==> src/vmcc_pkg.sv <==
// ----------------------------------------------------------------------------
// vmcc_pkg
// Shared types and constants for the voice mixer with clip and convert.
// ----------------------------------------------------------------------------
package vmcc_pkg;

  localparam int SAFE_SHIFT = 3;

  localparam int SAMPLE_W = 16;
  localparam int VOL_W    = 12;
  localparam int PROD_W   = SAMPLE_W + VOL_W + 1;
  localparam int ACC_W    = 36;
  localparam int CLIP_W   = 32 - SAFE_SHIFT;
  localparam int OUT_W    = 16;
  localparam int FMT_W    = 2;

  localparam int SHIFT8  = 24 - SAFE_SHIFT;
  localparam int SHIFT16 = 16 - SAFE_SHIFT;

  localparam logic signed [ACC_W-1:0] CLIP_MAX =
    ACC_W'((64'sd1 <<< (31 - SAFE_SHIFT)) - 64'sd1);
  localparam logic signed [ACC_W-1:0] CLIP_MIN = -CLIP_MAX;

  localparam logic [7:0]  SIGN8  = 8'h80;
  localparam logic [15:0] SIGN16 = 16'h8000;

  typedef enum logic [FMT_W-1:0] {
    FMT_U8  = 2'd0,
    FMT_S8  = 2'd1,
    FMT_U16 = 2'd2,
    FMT_S16 = 2'd3
  } fmt_e;

  typedef enum logic {
    REG_FORMAT = 1'b0,
    REG_STEREO = 1'b1
  } reg_idx_e;

endpackage

==> src/voice_mix_clip_convert.sv <==
// ----------------------------------------------------------------------------
// voice_mix_clip_convert
// Mixes voice samples into saturating accumulators, emits a clipped frame.
// ----------------------------------------------------------------------------
// channel | dir | word
// s_axis  | in  | tdata: sample_left, sample_right, volume_left, volume_right
//         |     | tlast: last_voice
// m_axis  | out | tdata: out_left, out_right
// cfg     | in  | index 0 output_format, index 1 stereo_mode
//
// One word per cycle while no stage stalls. A last voice word reaches its frame word
// through the input reg, product reg, frame reg (accumulated into it) and output reg.
// Reset clears valids, accumulators and config (format signed 16, stereo on).
// Each stage holds when the one after it is full and stalled; non-last words
// keep flowing while a frame word waits on the master side.
// ----------------------------------------------------------------------------
module voice_mix_clip_convert (
  input  logic        clk_i,
  input  logic        rst_ni,
  input  logic        s_axis_tvalid_i,
  output logic        s_axis_tready_o,
  // [15:0] sample_left, [31:16] sample_right, [43:32] volume_left,
  // [55:44] volume_right
  input  logic [55:0] s_axis_tdata_i,
  input  logic        s_axis_tlast_i,
  output logic        m_axis_tvalid_o,
  input  logic        m_axis_tready_i,
  // [15:0] out_left, [31:16] out_right
  output logic [31:0] m_axis_tdata_o,
  input  logic        cfg_we_i,
  input  logic        cfg_idx_i,
  input  logic [1:0]  cfg_data_i
);
  import vmcc_pkg::*;

  // config
  fmt_e fmt_q;
  logic stereo_q;

  always_ff @(posedge clk_i or negedge rst_ni) begin
    if (!rst_ni) begin
      fmt_q    <= FMT_S16;
      stereo_q <= 1'b1;
    end else if (cfg_we_i) begin
      unique case (reg_idx_e'(cfg_idx_i))
        REG_FORMAT: fmt_q    <= fmt_e'(cfg_data_i);
        REG_STEREO: stereo_q <= cfg_data_i[0];
        default: ;
      endcase
    end
  end

  // stage valids and handshake chain
  logic a_valid_q, b_valid_q, f_valid_q, o_valid_q;
  logic a_last_q, b_last_q;
  logic o_free, f_free, b_adv, b_free, a_free;

  assign o_free = !o_valid_q || m_axis_tready_i;
  assign f_free = !f_valid_q || o_free;
  assign b_adv  = b_valid_q && (!b_last_q || f_free);
  assign b_free = !b_valid_q || b_adv;
  assign a_free = !a_valid_q || b_free;

  assign s_axis_tready_o = a_free;
  assign m_axis_tvalid_o = o_valid_q;

  // input register
  logic signed [SAMPLE_W-1:0] a_sl_q, a_sr_q;
  logic        [VOL_W-1:0]    a_vl_q, a_vr_q;

  always_ff @(posedge clk_i or negedge rst_ni) begin
    if (!rst_ni) begin
      a_valid_q <= 1'b0;
    end else if (a_free) begin
      a_valid_q <= s_axis_tvalid_i;
    end
  end

  always_ff @(posedge clk_i) begin
    if (a_free && s_axis_tvalid_i) begin
      a_sl_q   <= s_axis_tdata_i[15:0];
      a_sr_q   <= s_axis_tdata_i[31:16];
      a_vl_q   <= s_axis_tdata_i[43:32];
      a_vr_q   <= s_axis_tdata_i[55:44];
      a_last_q <= s_axis_tlast_i;
    end
  end

  // product register
  logic signed [PROD_W-1:0] b_pl_q, b_pr_q, b_pl_d, b_pr_d;

  assign b_pl_d = PROD_W'(a_sl_q * $signed({1'b0, a_vl_q}));
  assign b_pr_d = PROD_W'(a_sr_q * $signed({1'b0, a_vr_q}));

  always_ff @(posedge clk_i or negedge rst_ni) begin
    if (!rst_ni) begin
      b_valid_q <= 1'b0;
    end else if (b_free) begin
      b_valid_q <= a_valid_q;
    end
  end

  always_ff @(posedge clk_i) begin
    if (b_free && a_valid_q) begin
      b_pl_q   <= b_pl_d;
      b_pr_q   <= b_pr_d;
      b_last_q <= a_last_q;
    end
  end

  // accumulate with saturation
  localparam logic signed [ACC_W:0] ACC_MAX = {2'b00, {(ACC_W-1){1'b1}}};
  localparam logic signed [ACC_W:0] ACC_MIN = {2'b11, {(ACC_W-1){1'b0}}};

  logic signed [ACC_W-1:0] acc_l_q, acc_r_q, sum_l, sum_r;
  logic signed [ACC_W:0]   raw_l, raw_r;

  always_comb begin
    raw_l = {acc_l_q[ACC_W-1], acc_l_q} + (ACC_W+1)'(b_pl_q);
    raw_r = {acc_r_q[ACC_W-1], acc_r_q} + (ACC_W+1)'(b_pr_q);
    if (raw_l > ACC_MAX) begin
      sum_l = ACC_MAX[ACC_W-1:0];
    end else if (raw_l < ACC_MIN) begin
      sum_l = ACC_MIN[ACC_W-1:0];
    end else begin
      sum_l = raw_l[ACC_W-1:0];
    end
    if (!stereo_q) begin
      sum_r = acc_r_q;
    end else if (raw_r > ACC_MAX) begin
      sum_r = ACC_MAX[ACC_W-1:0];
    end else if (raw_r < ACC_MIN) begin
      sum_r = ACC_MIN[ACC_W-1:0];
    end else begin
      sum_r = raw_r[ACC_W-1:0];
    end
  end

  always_ff @(posedge clk_i or negedge rst_ni) begin
    if (!rst_ni) begin
      acc_l_q <= '0;
      acc_r_q <= '0;
    end else if (b_adv) begin
      acc_l_q <= b_last_q ? '0 : sum_l;
      acc_r_q <= b_last_q ? '0 : sum_r;
    end
  end

  // frame register
  logic signed [ACC_W-1:0] f_l_q, f_r_q;

  always_ff @(posedge clk_i or negedge rst_ni) begin
    if (!rst_ni) begin
      f_valid_q <= 1'b0;
    end else if (f_free) begin
      f_valid_q <= b_adv && b_last_q;
    end
  end

  always_ff @(posedge clk_i) begin
    if (b_adv && b_last_q) begin
      f_l_q <= sum_l;
      f_r_q <= sum_r;
    end
  end

  // convert and output register
  logic [OUT_W-1:0] o_l_d, o_r_d, o_l_q, o_r_q;

  vmcc_fmt u_fmt_l (
    .sum_i (f_l_q),
    .fmt_i (fmt_q),
    .en_i  (1'b1),
    .out_o (o_l_d)
  );

  vmcc_fmt u_fmt_r (
    .sum_i (f_r_q),
    .fmt_i (fmt_q),
    .en_i  (stereo_q),
    .out_o (o_r_d)
  );

  always_ff @(posedge clk_i or negedge rst_ni) begin
    if (!rst_ni) begin
      o_valid_q <= 1'b0;
    end else if (o_free) begin
      o_valid_q <= f_valid_q;
    end
  end

  always_ff @(posedge clk_i) begin
    if (o_free && f_valid_q) begin
      o_l_q <= o_l_d;
      o_r_q <= o_r_d;
    end
  end

  assign m_axis_tdata_o = {o_r_q, o_l_q};

`ifndef SYNTHESIS
  a_acc_clear: assert property (@(posedge clk_i) disable iff (!rst_ni)
    (b_adv && b_last_q) |=> (acc_l_q == '0 && acc_r_q == '0))
    else $error("accumulators not cleared after frame end");

  a_stall_full: assert property (@(posedge clk_i) disable iff (!rst_ni)
    !s_axis_tready_o |-> (a_valid_q && b_valid_q && b_last_q && f_valid_q && o_valid_q))
    else $error("input stalled with a free stage");

  a_frame_hold: assert property (@(posedge clk_i) disable iff (!rst_ni)
    (f_valid_q && !o_free) |=> (f_valid_q && $stable(f_l_q) && $stable(f_r_q)))
    else $error("frame word lost while output stalled");
`endif

endmodule

==> src/vmcc_fmt.sv <==
// ----------------------------------------------------------------------------
// vmcc_fmt
// Clips one accumulator to the safe range and converts it to the output format;
// drives zero when en_i is low.
module vmcc_fmt (
  input  logic signed [vmcc_pkg::ACC_W-1:0] sum_i,
  input  vmcc_pkg::fmt_e                    fmt_i,
  input  logic                              en_i,
  output logic [vmcc_pkg::OUT_W-1:0]        out_o
);
  import vmcc_pkg::*;

  logic signed [ACC_W-1:0]  clip_full;
  logic        [CLIP_W-1:0] clip;
  logic        [7:0]        v8;
  logic        [15:0]       v16;

  always_comb begin
    if (sum_i > CLIP_MAX) begin
      clip_full = CLIP_MAX;
    end else if (sum_i < CLIP_MIN) begin
      clip_full = CLIP_MIN;
    end else begin
      clip_full = sum_i;
    end
    clip = clip_full[CLIP_W-1:0];
    v8   = clip[SHIFT8 +: 8];
    v16  = clip[SHIFT16 +: 16];
    case (fmt_i)
      FMT_U8:  out_o = {8'd0, v8 ^ SIGN8};
      FMT_S8:  out_o = {8'd0, v8};
      FMT_U16: out_o = v16 ^ SIGN16;
      default: out_o = v16;
    endcase
    if (!en_i) begin
      out_o = '0;
    end
  end

endmodule
==> config.mk <==
export PLATFORM = sky130hd
export DESIGN_NAME = voice_mix_clip_convert
export DESIGN_NICKNAME = d
export VERILOG_FILES = /design/src/vmcc_pkg.sv /design/src/voice_mix_clip_convert.sv /design/src/vmcc_fmt.sv
export SDC_FILE = /design/constraint.sdc
export NUM_CORES = 1
export LEC_CHECK = 0
export BUFFER_PORTS_ARGS = -buffer_cell sky130_fd_sc_hd__buf_4
export CORE_ASPECT_RATIO = 0.9
export CORE_MARGIN = 2
export CORE_UTILIZATION = 50
export DETAILED_ROUTE_END_ITERATION = 7
export HOLD_SLACK_MARGIN = 0.15
export PLACE_DENSITY = 0.77
export SLEW_MARGIN = 20
export SYNTH_ARGS = -nofsm -noshare
export SYNTH_HDL_FRONTEND = slang
export SYNTH_SLANG_ARGS = --single-unit
==> constraint.sdc <==
create_clock -name clk_i -period 6.2 [get_ports clk_i]
set_clock_uncertainty 0.2 [all_clocks]
set_input_delay 1.24 -clock clk_i [delete_from_list [all_inputs] [get_ports clk_i]]
set_output_delay 1.24 -clock clk_i [all_outputs]
set_load 0.02 [all_outputs]
==> flow_summary_export.csv <==
group,metric,value,unit
logic_synthesis,synth.top_cell.area_share,0.247,
finish,multi_input_comb_area,18200,um2
worst_setup_path,setup.worst_path.end_class,"flip-flop",
job,maxCapViolations,0,
detailed_routing,drt_drc_violations_left,0,
sta,finalMaxSlewViolations,0,
worst_setup_path,timing.critical_path.slowest_cell_delay,540,ps
sta,finalSetupViolCount,0,
floorplanning,placementRows,83,
logic_synthesis,synth_sequential_area_ratio,0.296,
place,dpl.hpwl,48.7,mm
worst_setup_path,worst-setup-path-type,"reg2reg",
detailed_routing,detail-route-antenna-nets,0,
floorplanning,core,57100,um2
floorplanning,die_h,232,um
logic_synthesis,synthDominantAreaCellType,"sky130_fd_sc_hd__fa_1",
clocking,cts_made_buffers,37,
worst_setup_path,r2r_slack,150,ps
sta,hold_viol,0,
global_routing,grt_pass1_wl,105,mm
finish,layout.cells.most_common_list,"sky130_fd_sc_hd__inv_1 (561), sky130_fd_sc_hd__fa_1 (353), sky130_fd_sc_hd__nand2_1 (268)",
clocking,h-tree-depth,2,
detailed_routing,pre_antenna_drt_iters,6,
clocking,ctsHoldBuffers,0,
detailed_routing,route.vias.total,20309,
logic_synthesis,synth-main-ff-cell,"sky130_fd_sc_hd__edfxtp_1",
worst_setup_path,arrival_time_reported_for_the_critical_path_endpoint,6140,ps
floorplanning,io-pin-count,99,
sta,tightestPinTransition,1050,ps
logic_synthesis,synth.avg_cell_area,9.94,um2
worst_setup_path,worst-endpoint-required,6290,ps
finish,final-seq-area,8590,um2
finish,layout.nets,3709,
floorplanning,area_of_the_die,59900,um2
clocking,clk_transition_reported_paths,60,ps
detailed_routing,total_routed_length,62.2,mm
logic_synthesis,synthesis.area,29000,um2
logic_synthesis,synth-seq-cells,299,
finish,insertedDiodeCount,0,
worst_setup_path,cell_with_the_largest_stage_delay_on_the_worst_path,"sky130_fd_sc_hd__fa_1",
global_routing,first_global_vias,20524,
clocking,max_clock_buf_depth,3,
global_routing,antenna_found_initial,0,
clocking,cts.sink_count,299,
worst_setup_path,crit_path_cell_trace,"buf_6 > and2_1 > fa_1 > inv_1 > fa_1 > inv_1 > fa_1 > fa_1 > inv_1 > fa_1 > inv_1 > ha_2 > a21o_1 > a21o_1 > a21oi_2 > o21ai_2 > o31ai_2 > a211oi_2 > o41ai_2 > and3_1 > a2111oi_4",
clocking,clock-root-buffer,"sky130_fd_sc_hd__clkbuf_16",
place,placement.setup.worst_slack,-251,ps
floorplanning,initial_utilization,0.507,
logic_synthesis,yosysWarnings,0,
finish,layout.cells.most_common,"sky130_fd_sc_hd__inv_1",
finish,fillerInstances,4806,
global_routing,maximum_number_of_pins_on_one_net_before_global_route_repair,80,
logic_synthesis,synth_nets,3544,
clocking,clk_latency,570,ps
finish,drive_gt1_frac,0.121,
floorplanning,floorplan.die.width,258,um
global_routing,grt_use_total,0.215,
finish,syn_to_final_growth,13.2,%
global_routing,globalRouteOverflowTotal,0,
place,port_buffers,98,
hold_path,worstHoldPathType,"reg2reg",
worst_setup_path,cp_common_cell,"sky130_fd_sc_hd__fa_1",
logic_synthesis,synth_cell_type_count,81,
finish,fin_util,0.574,
detailed_routing,drt_initial_violations,1598,
sta,final_min_period_over_clock_period,0.976,
detailed_routing,detail_route.wl_per_cell,16.1,um
sta,min_period,6050,ps
logic_synthesis,netlist_top_cells_area,"sky130_fd_sc_hd__fa_1 (25%), sky130_fd_sc_hd__edfxtp_1 (23%), sky130_fd_sc_hd__ha_1 (8.9%)",
sta,rsz0062_at_grt,"yes",
logic_synthesis,number_of_enable_type_register_cells_in_the_synthesized_netlist,220,
logic_synthesis,synthCells,2915,
worst_setup_path,worst_setup_path_start_kind,"flip-flop",
clocking,cts_tree,"built",
place,rd_place_congestion,0.907,
outcome,outcome,"completed",
detailed_routing,post_drt_via_cell_ratio,5.24,
sta,timing.fmax,165,MHz
logic_synthesis,ys_async_sr_fraction,0.264,
worst_setup_path,worst-path-max-fanout,5,
sta,final.setup.worst_slack,146,ps
sta,timing.slew.headroom,0.297,
-- final timing paths --
kind	depth (start not counted)	to	startpoint
worst max-delay path	21	b_pl_q[28]	a_vl_q[3]
worst min-delay path	0	b_last_q	a_last_q
worst max register to register	21	b_pl_q[28]	a_vl_q[3]
worst min register to register	0	b_last_q	a_last_q
max in group asynchronous	1	acc_r_q[27]	rst_ni
min in group asynchronous	1	acc_l_q[3]	rst_ni
-- registers in the layout (all words and copies together), names as in the netlist --
register         cells
a_last_q             1
a_sl_q              16
a_sr_q              16
a_valid_q            1
a_vl_q              12
a_vr_q              12
acc_l_q             36
acc_r_q             36
b_last_q             1
b_pl_q              29
b_pr_q              29
b_valid_q            1
f_l_q               36
f_r_q               36
f_valid_q            1
fmt_q                2
m_axis_tvalid_o      1
o_l_q               16
o_r_q               16
stereo_q             1
-- synthesized netlist by cell type (19+ instances only) --
cell type / number
sky130_fd_sc_hd__inv_1: 564
sky130_fd_sc_hd__fa_1: 358
sky130_fd_sc_hd__nand2_1: 268
sky130_fd_sc_hd__edfxtp_1: 220
sky130_fd_sc_hd__and2_1: 210
sky130_fd_sc_hd__ha_1: 206
sky130_fd_sc_hd__a21oi_1: 149
sky130_fd_sc_hd__o21ai_0: 131
sky130_fd_sc_hd__nor2_1: 98
sky130_fd_sc_hd__clkbuf_1: 86
sky130_fd_sc_hd__dfrtp_1: 76
sky130_fd_sc_hd__xnor2_1: 69
sky130_fd_sc_hd__a21o_1: 56
sky130_fd_sc_hd__xor2_1: 42
sky130_fd_sc_hd__o22ai_1: 35
sky130_fd_sc_hd__o21a_1: 28
sky130_fd_sc_hd__nand3_1: 27
sky130_fd_sc_hd__nand2b_1: 21
sky130_fd_sc_hd__mux2i_1: 19
-- critical path: cells and delay by family, from the launching register on --
kind	cells	cell delay (ps)
buffers and inverters	5	380
adder cells (fa/ha/maj)	6	2740
AND/OR/NAND/NOR	2	440
flip-flops	1	480
AO/OA/AOI/OAI	8	1540
-- metal layers --
layer	vias to the layer above	track usage	wire length, um
met5	-	0	0
met4	0	0.0477	1100
met3	75	0.0406	4200
met2	583	0.322	26900
met1	9851	0.323	30000
li1	9800	-	-
-- cells by family after synthesis --
group                    after synthesis  share of synthesized area
AND/OR/NAND/NOR                      730                      0.125
XOR/XNOR                             111                     0.0336
AO/OA/AOI/OAI                        524                      0.113
adder cells (fa/ha/maj)              564                      0.336
multiplexers                          24                    0.00872
flip-flops                           299                      0.296
buffers and inverters                663                     0.0864
-- per-stage QoR --
stage	hold slack (ps)	cells	instance area [um2]	setup TNS [ps]
floorplan	200	2915	29000	0
global placement	238	3783	31100	0
detailed placement	209	3783	31100	-399
CTS	254	3853	32400	0
global route	267	3874	32800	-163
finish	248	3874	32800	0
-- area by class of cell --
type | instances | area share
tap | 765 | 0.0292
clock buffer | 46 | 0.0318
multi-input combinational | 1953 | 0.554
clock inverter | 22 | 0.00629
sequential | 299 | 0.262
timing repair buffer | 225 | 0.0524
inverter | 564 | 0.0645
-- timing repair --
action / in CTS / in global routing
gates resized for setup: 6 / 51
pin swaps: 1 / 43
setup buffers: 2 / 21
endpoints found under the setup margin: 4 / 12
endpoints found under the hold margin: 0 / 0
Power is not shown: default switching activity piles up to over one toggle a cycle in this logic, so the estimate is an artifact.
